File: src/sha256_pkg.sv
// Shared types, constants and round functions for the SHA-256 message hasher.
`timescale 1ns / 1ps

package sha256_pkg;

    typedef enum logic [2:0] {
        S_IDLE,
        S_COMP,
        S_FIN,
        S_PAD80,
        S_PADZ,
        S_PADL,
        S_OUT
    } t_state;

    typedef enum logic [1:0] {
        BSEL_IN,
        BSEL_80,
        BSEL_ZERO,
        BSEL_LEN
    } t_bsel;

    typedef struct packed {
        logic       push;
        t_bsel      bsel;
        logic       count;
        logic [2:0] len_idx;
        logic       load_work;
        logic       round;
        logic [5:0] round_idx;
        logic       add_hash;
        logic       clear;
        logic [2:0] out_idx;
    } t_cmd;

    typedef struct packed {
        logic [5:0] fill;
    } t_stat;

    localparam logic [7:0] PAD_BYTE = 8'h80;
    localparam logic [5:0] LAST_FILL = 6'd63;
    localparam logic [5:0] LEN_FILL = 6'd56;
    localparam logic [5:0] LAST_ROUND = 6'd63;
    localparam logic [2:0] LAST_WORD = 3'd7;

    localparam logic [31:0] IV [8] = '{
        32'h6a09e667, 32'hbb67ae85, 32'h3c6ef372, 32'ha54ff53a,
        32'h510e527f, 32'h9b05688c, 32'h1f83d9ab, 32'h5be0cd19
    };

    localparam logic [31:0] K_TABLE [64] = '{
        32'h428a2f98, 32'h71374491, 32'hb5c0fbcf, 32'he9b5dba5,
        32'h3956c25b, 32'h59f111f1, 32'h923f82a4, 32'hab1c5ed5,
        32'hd807aa98, 32'h12835b01, 32'h243185be, 32'h550c7dc3,
        32'h72be5d74, 32'h80deb1fe, 32'h9bdc06a7, 32'hc19bf174,
        32'he49b69c1, 32'hefbe4786, 32'h0fc19dc6, 32'h240ca1cc,
        32'h2de92c6f, 32'h4a7484aa, 32'h5cb0a9dc, 32'h76f988da,
        32'h983e5152, 32'ha831c66d, 32'hb00327c8, 32'hbf597fc7,
        32'hc6e00bf3, 32'hd5a79147, 32'h06ca6351, 32'h14292967,
        32'h27b70a85, 32'h2e1b2138, 32'h4d2c6dfc, 32'h53380d13,
        32'h650a7354, 32'h766a0abb, 32'h81c2c92e, 32'h92722c85,
        32'ha2bfe8a1, 32'ha81a664b, 32'hc24b8b70, 32'hc76c51a3,
        32'hd192e819, 32'hd6990624, 32'hf40e3585, 32'h106aa070,
        32'h19a4c116, 32'h1e376c08, 32'h2748774c, 32'h34b0bcb5,
        32'h391c0cb3, 32'h4ed8aa4a, 32'h5b9cca4f, 32'h682e6ff3,
        32'h748f82ee, 32'h78a5636f, 32'h84c87814, 32'h8cc70208,
        32'h90befffa, 32'ha4506ceb, 32'hbef9a3f7, 32'hc67178f2
    };

    function automatic logic [31:0] f_bsig0(input logic [31:0] x);
        return {x[1:0], x[31:2]} ^ {x[12:0], x[31:13]} ^ {x[21:0], x[31:22]};
    endfunction

    function automatic logic [31:0] f_bsig1(input logic [31:0] x);
        return {x[5:0], x[31:6]} ^ {x[10:0], x[31:11]} ^ {x[24:0], x[31:25]};
    endfunction

    function automatic logic [31:0] f_ssig0(input logic [31:0] x);
        return {x[6:0], x[31:7]} ^ {x[17:0], x[31:18]} ^ {3'b000, x[31:3]};
    endfunction

    function automatic logic [31:0] f_ssig1(input logic [31:0] x);
        return {x[16:0], x[31:17]} ^ {x[18:0], x[31:19]} ^ {10'd0, x[31:10]};
    endfunction

endpackage

File: src/sha256_dp.sv
// Datapath: block shift buffer, message schedule, round logic, hash state, length.
`timescale 1ns / 1ps

module sha256_dp (
    input  logic               i_clk,
    input  logic               i_rst_n,
    input  sha256_pkg::t_cmd   i_cmd,
    input  logic [7:0]         i_in_byte,
    output sha256_pkg::t_stat  o_stat,
    output logic [31:0]        o_word
);

    logic [511:0] r_blk;
    logic [31:0]  r_hash [8];
    logic [31:0]  r_work [8];
    logic [60:0]  r_total;
    logic [5:0]   r_fill;

    logic [63:0]  w_len_sh;
    logic [7:0]   w_byte;
    logic [31:0]  w_t;
    logic [31:0]  w_sched;
    logic [31:0]  w_ch;
    logic [31:0]  w_maj;
    logic [31:0]  w_t1;
    logic [31:0]  w_t2;

    assign w_len_sh = {r_total, 3'b000} << {i_cmd.len_idx, 3'b000};

    always_comb begin
        case (i_cmd.bsel)
            sha256_pkg::BSEL_IN:   w_byte = i_in_byte;
            sha256_pkg::BSEL_80:   w_byte = sha256_pkg::PAD_BYTE;
            sha256_pkg::BSEL_ZERO: w_byte = 8'd0;
            sha256_pkg::BSEL_LEN:  w_byte = w_len_sh[63:56];
            default:               w_byte = 8'd0;
        endcase
    end

    assign w_t     = r_blk[511:480];
    assign w_sched = sha256_pkg::f_ssig1(r_blk[63:32]) + r_blk[223:192]
                   + sha256_pkg::f_ssig0(r_blk[479:448]) + w_t;
    assign w_ch    = (r_work[4] & r_work[5]) ^ (~r_work[4] & r_work[6]);
    assign w_maj   = (r_work[0] & r_work[1]) ^ (r_work[0] & r_work[2])
                   ^ (r_work[1] & r_work[2]);
    assign w_t1    = r_work[7] + sha256_pkg::f_bsig1(r_work[4]) + w_ch
                   + sha256_pkg::K_TABLE[i_cmd.round_idx] + w_t;
    assign w_t2    = sha256_pkg::f_bsig0(r_work[0]) + w_maj;

    always_ff @(posedge i_clk) begin
        if (!i_rst_n) begin
            r_total <= '0;
            r_fill  <= '0;
            for (int i = 0; i < 8; i++) begin
                r_hash[i] <= sha256_pkg::IV[i];
            end
        end else begin
            if (i_cmd.clear) begin
                r_total <= '0;
                r_fill  <= '0;
                for (int i = 0; i < 8; i++) begin
                    r_hash[i] <= sha256_pkg::IV[i];
                end
            end else begin
                if (i_cmd.push) begin
                    r_fill <= r_fill + 6'd1;
                end
                if (i_cmd.count) begin
                    r_total <= r_total + 61'd1;
                end
                if (i_cmd.add_hash) begin
                    for (int i = 0; i < 8; i++) begin
                        r_hash[i] <= r_hash[i] + r_work[i];
                    end
                end
            end
        end
    end

    always_ff @(posedge i_clk) begin
        if (i_cmd.push) begin
            r_blk <= {r_blk[503:0], w_byte};
        end else if (i_cmd.round) begin
            r_blk <= {r_blk[479:0], w_sched};
        end
        if (i_cmd.load_work) begin
            for (int i = 0; i < 8; i++) begin
                r_work[i] <= r_hash[i];
            end
        end else if (i_cmd.round) begin
            r_work[7] <= r_work[6];
            r_work[6] <= r_work[5];
            r_work[5] <= r_work[4];
            r_work[4] <= r_work[3] + w_t1;
            r_work[3] <= r_work[2];
            r_work[2] <= r_work[1];
            r_work[1] <= r_work[0];
            r_work[0] <= w_t1 + w_t2;
        end
    end

    assign o_stat.fill = r_fill;
    assign o_word      = r_hash[i_cmd.out_idx];

endmodule

File: src/sha256_ctrl.sv
// Controller: absorb, padding, round sequencing and digest output state machine.
`timescale 1ns / 1ps

module sha256_ctrl (
    input  logic               i_clk,
    input  logic               i_rst_n,
    input  logic               i_in_valid,
    input  logic               i_in_last,
    input  logic               i_in_nodata,
    output logic               o_in_ready,
    output logic               o_out_valid,
    input  logic               i_out_ready,
    output logic               o_out_last,
    output logic [2:0]         o_out_idx,
    output sha256_pkg::t_cmd   o_cmd,
    input  sha256_pkg::t_stat  i_stat
);

    sha256_pkg::t_state r_state, n_state;
    sha256_pkg::t_state r_ret, n_ret;
    logic [5:0] r_cnt, n_cnt;
    logic [2:0] r_lcnt, n_lcnt;
    logic [2:0] r_oidx, n_oidx;
    logic       w_full;

    assign w_full = (i_stat.fill == sha256_pkg::LAST_FILL);

    always_ff @(posedge i_clk) begin
        if (!i_rst_n) begin
            r_state <= sha256_pkg::S_IDLE;
            r_ret   <= sha256_pkg::S_IDLE;
            r_cnt   <= '0;
            r_lcnt  <= '0;
            r_oidx  <= '0;
        end else begin
            r_state <= n_state;
            r_ret   <= n_ret;
            r_cnt   <= n_cnt;
            r_lcnt  <= n_lcnt;
            r_oidx  <= n_oidx;
        end
    end

    always_comb begin
        n_state     = r_state;
        n_ret       = r_ret;
        n_cnt       = r_cnt;
        n_lcnt      = r_lcnt;
        n_oidx      = r_oidx;
        o_in_ready  = 1'b0;
        o_out_valid = 1'b0;
        o_cmd       = '0;
        o_cmd.bsel  = sha256_pkg::BSEL_IN;
        o_cmd.round_idx = r_cnt;
        o_cmd.len_idx   = r_lcnt;
        o_cmd.out_idx   = r_oidx;
        case (r_state)
            sha256_pkg::S_IDLE: begin
                o_in_ready = 1'b1;
                if (i_in_valid) begin
                    if (!i_in_nodata) begin
                        o_cmd.push  = 1'b1;
                        o_cmd.count = 1'b1;
                    end
                    if (!i_in_nodata && w_full) begin
                        o_cmd.load_work = 1'b1;
                        n_state = sha256_pkg::S_COMP;
                        n_ret   = i_in_last ? sha256_pkg::S_PAD80 : sha256_pkg::S_IDLE;
                    end else if (i_in_last) begin
                        n_state = sha256_pkg::S_PAD80;
                    end
                end
            end
            sha256_pkg::S_COMP: begin
                o_cmd.round = 1'b1;
                n_cnt = r_cnt + 6'd1;
                if (r_cnt == sha256_pkg::LAST_ROUND) begin
                    n_state = sha256_pkg::S_FIN;
                end
            end
            sha256_pkg::S_FIN: begin
                o_cmd.add_hash = 1'b1;
                n_state = r_ret;
            end
            sha256_pkg::S_PAD80: begin
                o_cmd.push = 1'b1;
                o_cmd.bsel = sha256_pkg::BSEL_80;
                n_state = sha256_pkg::S_PADZ;
                if (w_full) begin
                    o_cmd.load_work = 1'b1;
                    n_state = sha256_pkg::S_COMP;
                    n_ret   = sha256_pkg::S_PADZ;
                end
            end
            sha256_pkg::S_PADZ: begin
                if (i_stat.fill == sha256_pkg::LEN_FILL) begin
                    n_state = sha256_pkg::S_PADL;
                end else begin
                    o_cmd.push = 1'b1;
                    o_cmd.bsel = sha256_pkg::BSEL_ZERO;
                    if (w_full) begin
                        o_cmd.load_work = 1'b1;
                        n_state = sha256_pkg::S_COMP;
                        n_ret   = sha256_pkg::S_PADZ;
                    end
                end
            end
            sha256_pkg::S_PADL: begin
                o_cmd.push = 1'b1;
                o_cmd.bsel = sha256_pkg::BSEL_LEN;
                n_lcnt = r_lcnt + 3'd1;
                if (r_lcnt == sha256_pkg::LAST_WORD) begin
                    o_cmd.load_work = 1'b1;
                    n_state = sha256_pkg::S_COMP;
                    n_ret   = sha256_pkg::S_OUT;
                end
            end
            sha256_pkg::S_OUT: begin
                o_out_valid = 1'b1;
                if (i_out_ready) begin
                    n_oidx = r_oidx + 3'd1;
                    if (r_oidx == sha256_pkg::LAST_WORD) begin
                        o_cmd.clear = 1'b1;
                        n_state = sha256_pkg::S_IDLE;
                        n_ret   = sha256_pkg::S_IDLE;
                    end
                end
            end
            default: begin
                n_state = sha256_pkg::S_IDLE;
            end
        endcase
    end

    assign o_out_last = (r_oidx == sha256_pkg::LAST_WORD);
    assign o_out_idx  = r_oidx;

    a_fin_after_rounds: assert property (@(posedge i_clk) disable iff (!i_rst_n)
        (r_state == sha256_pkg::S_COMP && r_cnt == sha256_pkg::LAST_ROUND)
        |=> (r_state == sha256_pkg::S_FIN))
        else $error("compression did not finish after the last round");

    a_load_on_full: assert property (@(posedge i_clk) disable iff (!i_rst_n)
        (o_cmd.push && w_full) |-> (o_cmd.load_work && n_state == sha256_pkg::S_COMP))
        else $error("full block not sent to compression");

    a_len_at_56: assert property (@(posedge i_clk) disable iff (!i_rst_n)
        (r_state == sha256_pkg::S_PADL && r_lcnt == 3'd0)
        |-> (i_stat.fill == sha256_pkg::LEN_FILL))
        else $error("length field misplaced in the block");

    a_out_excl: assert property (@(posedge i_clk) disable iff (!i_rst_n)
        o_out_valid |-> (!o_in_ready && !o_cmd.push && !o_cmd.round))
        else $error("digest output overlaps with block work");

endmodule

File: src/sha256_message_hasher.sv
// Top level of the SHA-256 message hasher: byte stream in, digest words out.
//
//  channel   | dir | tdata              | tuser          | tlast
//  s_axis    | in  | [7:0] data_byte    | [0] no_data    | is_last
//  m_axis    | out | [31:0] digest_word | [2:0] word_idx | last_word
//
// Bytes are taken only while idle; a byte that completes a 64-byte block
// starts 64 rounds on the single round unit, then the hash update.
// The last item is followed by up to 72 padding bytes (0x80, zeros, 64-bit
// length), a check state ahead of the length field and one or two
// compressions, then eight digest transfers; no input is taken meanwhile.
// Reset is synchronous; a stalled m_axis holds the block in the output state.
`timescale 1ns / 1ps

module sha256_message_hasher (
    input  logic        i_clk,
    input  logic        i_rst_n,
    input  logic        s_axis_tvalid,
    output logic        s_axis_tready,
    input  logic [7:0]  s_axis_tdata,   // [7:0] data_byte
    input  logic        s_axis_tlast,
    input  logic        s_axis_tuser,   // [0] no_data
    output logic        m_axis_tvalid,
    input  logic        m_axis_tready,
    output logic [31:0] m_axis_tdata,   // [31:0] digest_word
    output logic        m_axis_tlast,
    output logic [2:0]  m_axis_tuser    // [2:0] word_index
);

    sha256_pkg::t_cmd  w_cmd;
    sha256_pkg::t_stat w_stat;

    sha256_ctrl u_ctrl (
        .i_clk       (i_clk),
        .i_rst_n     (i_rst_n),
        .i_in_valid  (s_axis_tvalid),
        .i_in_last   (s_axis_tlast),
        .i_in_nodata (s_axis_tuser),
        .o_in_ready  (s_axis_tready),
        .o_out_valid (m_axis_tvalid),
        .i_out_ready (m_axis_tready),
        .o_out_last  (m_axis_tlast),
        .o_out_idx   (m_axis_tuser),
        .o_cmd       (w_cmd),
        .i_stat      (w_stat)
    );

    sha256_dp u_dp (
        .i_clk     (i_clk),
        .i_rst_n   (i_rst_n),
        .i_cmd     (w_cmd),
        .i_in_byte (s_axis_tdata),
        .o_stat    (w_stat),
        .o_word    (m_axis_tdata)
    );

endmodule
File: config.mk
export PLATFORM = sky130hd
export DESIGN_NAME = sha256_message_hasher
export DESIGN_NICKNAME = d
export VERILOG_FILES = /design/src/sha256_pkg.sv /design/src/sha256_dp.sv /design/src/sha256_ctrl.sv /design/src/sha256_message_hasher.sv
export SDC_FILE = /design/constraint.sdc
export NUM_CORES = 2
export LEC_CHECK = 0
export BUFFER_PORTS_ARGS = -buffer_cell sky130_fd_sc_hd__buf_2
export CORE_MARGIN = 5
export CORE_UTILIZATION = 30
export DETAILED_ROUTE_END_ITERATION = 8
export PLACE_DENSITY_LB_ADDON = 0.1
export REMOVE_ABC_BUFFERS = 1
export SYNTH_ARGS = -nofsm -noshare
export SYNTH_HDL_FRONTEND = slang
export SYNTH_SLANG_ARGS = --single-unit
export TNS_END_PERCENT = 30
File: constraint.sdc
create_clock -name i_clk -period 15.65 [get_ports i_clk]
set_input_delay 0.7825 -clock i_clk [delete_from_list [all_inputs] [get_ports i_clk]]
set_output_delay 0.7825 -clock i_clk [all_outputs]
set_load 0.005 [all_outputs]
==> reports/qor.txt <==
Status - completed
WL/cell - 23.3 microns
Post-synth top area share - 0.398
Setup TNS - 0 ns
Initial Util - 0.301
Max incr delay on CP - 0.76 ns
Via density - 5.10
Register area - 32,200 sq um
Setup crit end kind - register
CTS Buf Count - 147
Die footprint - 260,000 sq um
DRC violations left - 0
Final worst setup slack - 5.03 ns
Core ar. - 249,000 sq um
Number of buffers added on ports - 51
DR iter-0 viols - 5,021
Post-synthesis cell count - 8,036
Fraction of layout cells with a size suffix above 1 - 0.0688
Fillers - 25,900
Die width - 510 microns
Critical path peak fanout - 16
Setup bufs post-CTS - 0
Compound-Gate Fraction of Synth Area - 0.117
Placed insts - 11,100
Crit path arrival time - 11.14 ns
Synth warn - 0
Antenna Violating Nets Remaining - 0
Pre-CTS WS - 5.18 ns
CTS max path bufs - 3
Detail Placement HPWL - 195,000 microns
Total global routing overflow - 0
Max_slew headroom - 0.130
Row cnt - 183
MaxCap Viol Count - 0
Total GRT Usage - 0.199
Number of synthesized flops with an enable pin - 992
GPL Wtd Cong - 0.882
Synthesized cell area - 74,900 sq um
Most common cell after layout, fill and taps aside - nand2_1
Synth cell types - 88
# H-tree levels - 4
Fin. Hold Viols - 0
Most used DFF post-synth - edfxtp_1
Fmax - 0.0942 GHz
Routed vias - 57,900
Hold_buf cts - 0
Die height - 510 microns
Multi-input gate area - 39,900 sq um
# setup viols final - 0
CTS tree - done
Initial antenna violation count - 5
Top post-synthesis cells by area - edfxtp_1 40%, nand2_1 12%, ha_1 6.7%
Pin count of the biggest net entering global routing - 189
Clock latency on the worst-skew pair - 0.82 ns
Post-synth ARST share - 0
Vias in the first global route - 55,300
Simple-gate share of the synthesized area - 0.184
Root Buffer - clkbuf_16
Measured slew at the worst slew-check pin - 1.29 ns
P&R area growth vs syn - 11.2%
Largest family of logic cells by synthesized area - simple AND/OR/NAND/NOR gates
Tcrit/Tclk final - 0.678
Setup Skew - 0.0548 ns
WP buf/inv - 6
WS Path Type - reg -> reg
Fin cells - 11,400
#FFs+latches synth - 1,112
Critical path required time - 16.17 ns
WL final - 265,000 microns
Tmin final - 10.62 ns
Top-Level Pins - 52
Synth Area in Adders - 0.119
Most frequent cells in the layout - 2,482 x nand2_1, 992 x edfxtp_1, 401 x o21ai_0, 400 x ha_1, 385 x xnor2_1
Mux cell area share after synthesis - 0.0380
Syn Area/Cell - 9.32 sq um
CTS Sinks - 1,112
Yosys top cell by area - edfxtp_1
Worst Hold Class - in -> reg
Post-CTS sizing - 0
Delay-heaviest family, CP - compound AO/OA/AOI/OAI gates
Nets - 8,510
Seq/Total Area, Yosys - 0.430
Drt pass-1 iters - 6
Slowest stage cell, crit path - o41ai_2
Final Max Tran Viols - 0
First-pass GRT wire length - 386,000 microns
Startpoint types - register
Reg clk slew, reported paths - 0.06 ns
Xor/xnor share of the synthesized area - 0.0734
RSZ-0062 raised after global routing - no
-- through the flow --
stage	instance area [sq um]	util	hold slack, ns
finish	83300	0.335	0.258
global route	83300	0.335	0.225
CTS	83300	0.335	0.177
detailed placement	78600	0.316	0.478
global placement	78600	0.316	0.466
floorplan	73300	-	0.454
-- worst reg2reg max path, delay by kind of cell (launching register included) --
family	cells	cell delay, ns
compound gates	12	3.79
fa+ha+maj	8	3.60
simple gates	5	1.29
buf+inv	6	0.99
xor+xnor	2	0.38
flops	1	0.31
-- flip-flops by register name, summed over array words and instances (netlist names), named ones only --
| register | cells |
|---|---|
| u_dp.r_total | 61 |
| u_dp.o_stat | 6 |
| u_ctrl.o_out_idx | 3 |
| u_ctrl.r_ret | 3 |
| u_ctrl.r_cnt | 6 |
| u_ctrl.r_lcnt | 3 |
| u_dp.r_blk | 512 |
| u_dp.r_work | 256 |
| u_dp.r_hash | 256 |
| u_ctrl.r_state | 3 |
-- layout make-up --
cell class              instances  share of cell area
clock buffers                 202              0.0482
flip-flops and latches       1112               0.387
multi-input cells            6157               0.479
inverters                     334              0.0151
clock inverters                64             0.00793
well taps                    3330              0.0500
diodes                          3           0.0000901
repair buffers                149              0.0128
-- cells in the mapped netlist (38+ instances only) --
cell type and n:
dfxtp_1 120, o21bai_1 53, mux2_2 59, o21a_1 70, and3_1 38, nand3_1 99, nand2_1 2485, xnor2_1 385
nand2b_1 57, nand4_1 38, a31oi_1 54, nor2_1 365, ha_1 400, edfxtp_1 992, clkbuf_1 399, o21ai_0 402
xor2_1 240, a21oi_1 357, fa_1 195, mux4_2 85, inv_1 331, a211oi_1 55, nor2b_1 57, a21o_1 187
or3_1 52, nor3_1 70
-- layer usage --
metal,GRT usage,routed length [microns],vias to the layer above
met5,0,0,-
met4,0.0357,4200,0
met3,0.0318,14700,230
met2,0.296,113000,1540
met1,0.305,132000,28700
li1,-,-,27400
-- logic make-up after synthesis --
| logic type | after synthesis |
|---|---|
| xor+xnor | 626 |
| flops | 1112 |
| mux | 171 |
| simple gates | 3360 |
| buf+inv | 767 |
| fa+ha+maj | 598 |
| compound gates | 1402 |
-- worst paths after layout --
path                                start                      endpoint  slack (ns)  depth (start not counted)
max          u_ctrl.r_cnt[1]$_SDFFE_PN0P_  u_dp.r_work[0][31]$_DFFE_PP_        5.03                         33
min                          s_axis_tlast  u_ctrl.r_ret[0]$_SDFFE_PN0P_        0.26                          3
max reg2reg  u_ctrl.r_cnt[1]$_SDFFE_PN0P_  u_dp.r_work[0][31]$_DFFE_PP_        5.03                         33
min reg2reg   u_dp.o_stat[5]$_SDFFE_PP0P_   u_dp.o_stat[5]$_SDFFE_PP0P_        0.49                          2
Power is not shown: default switching activity piles up to over one toggle a cycle in this logic, so the estimate is an artifact.
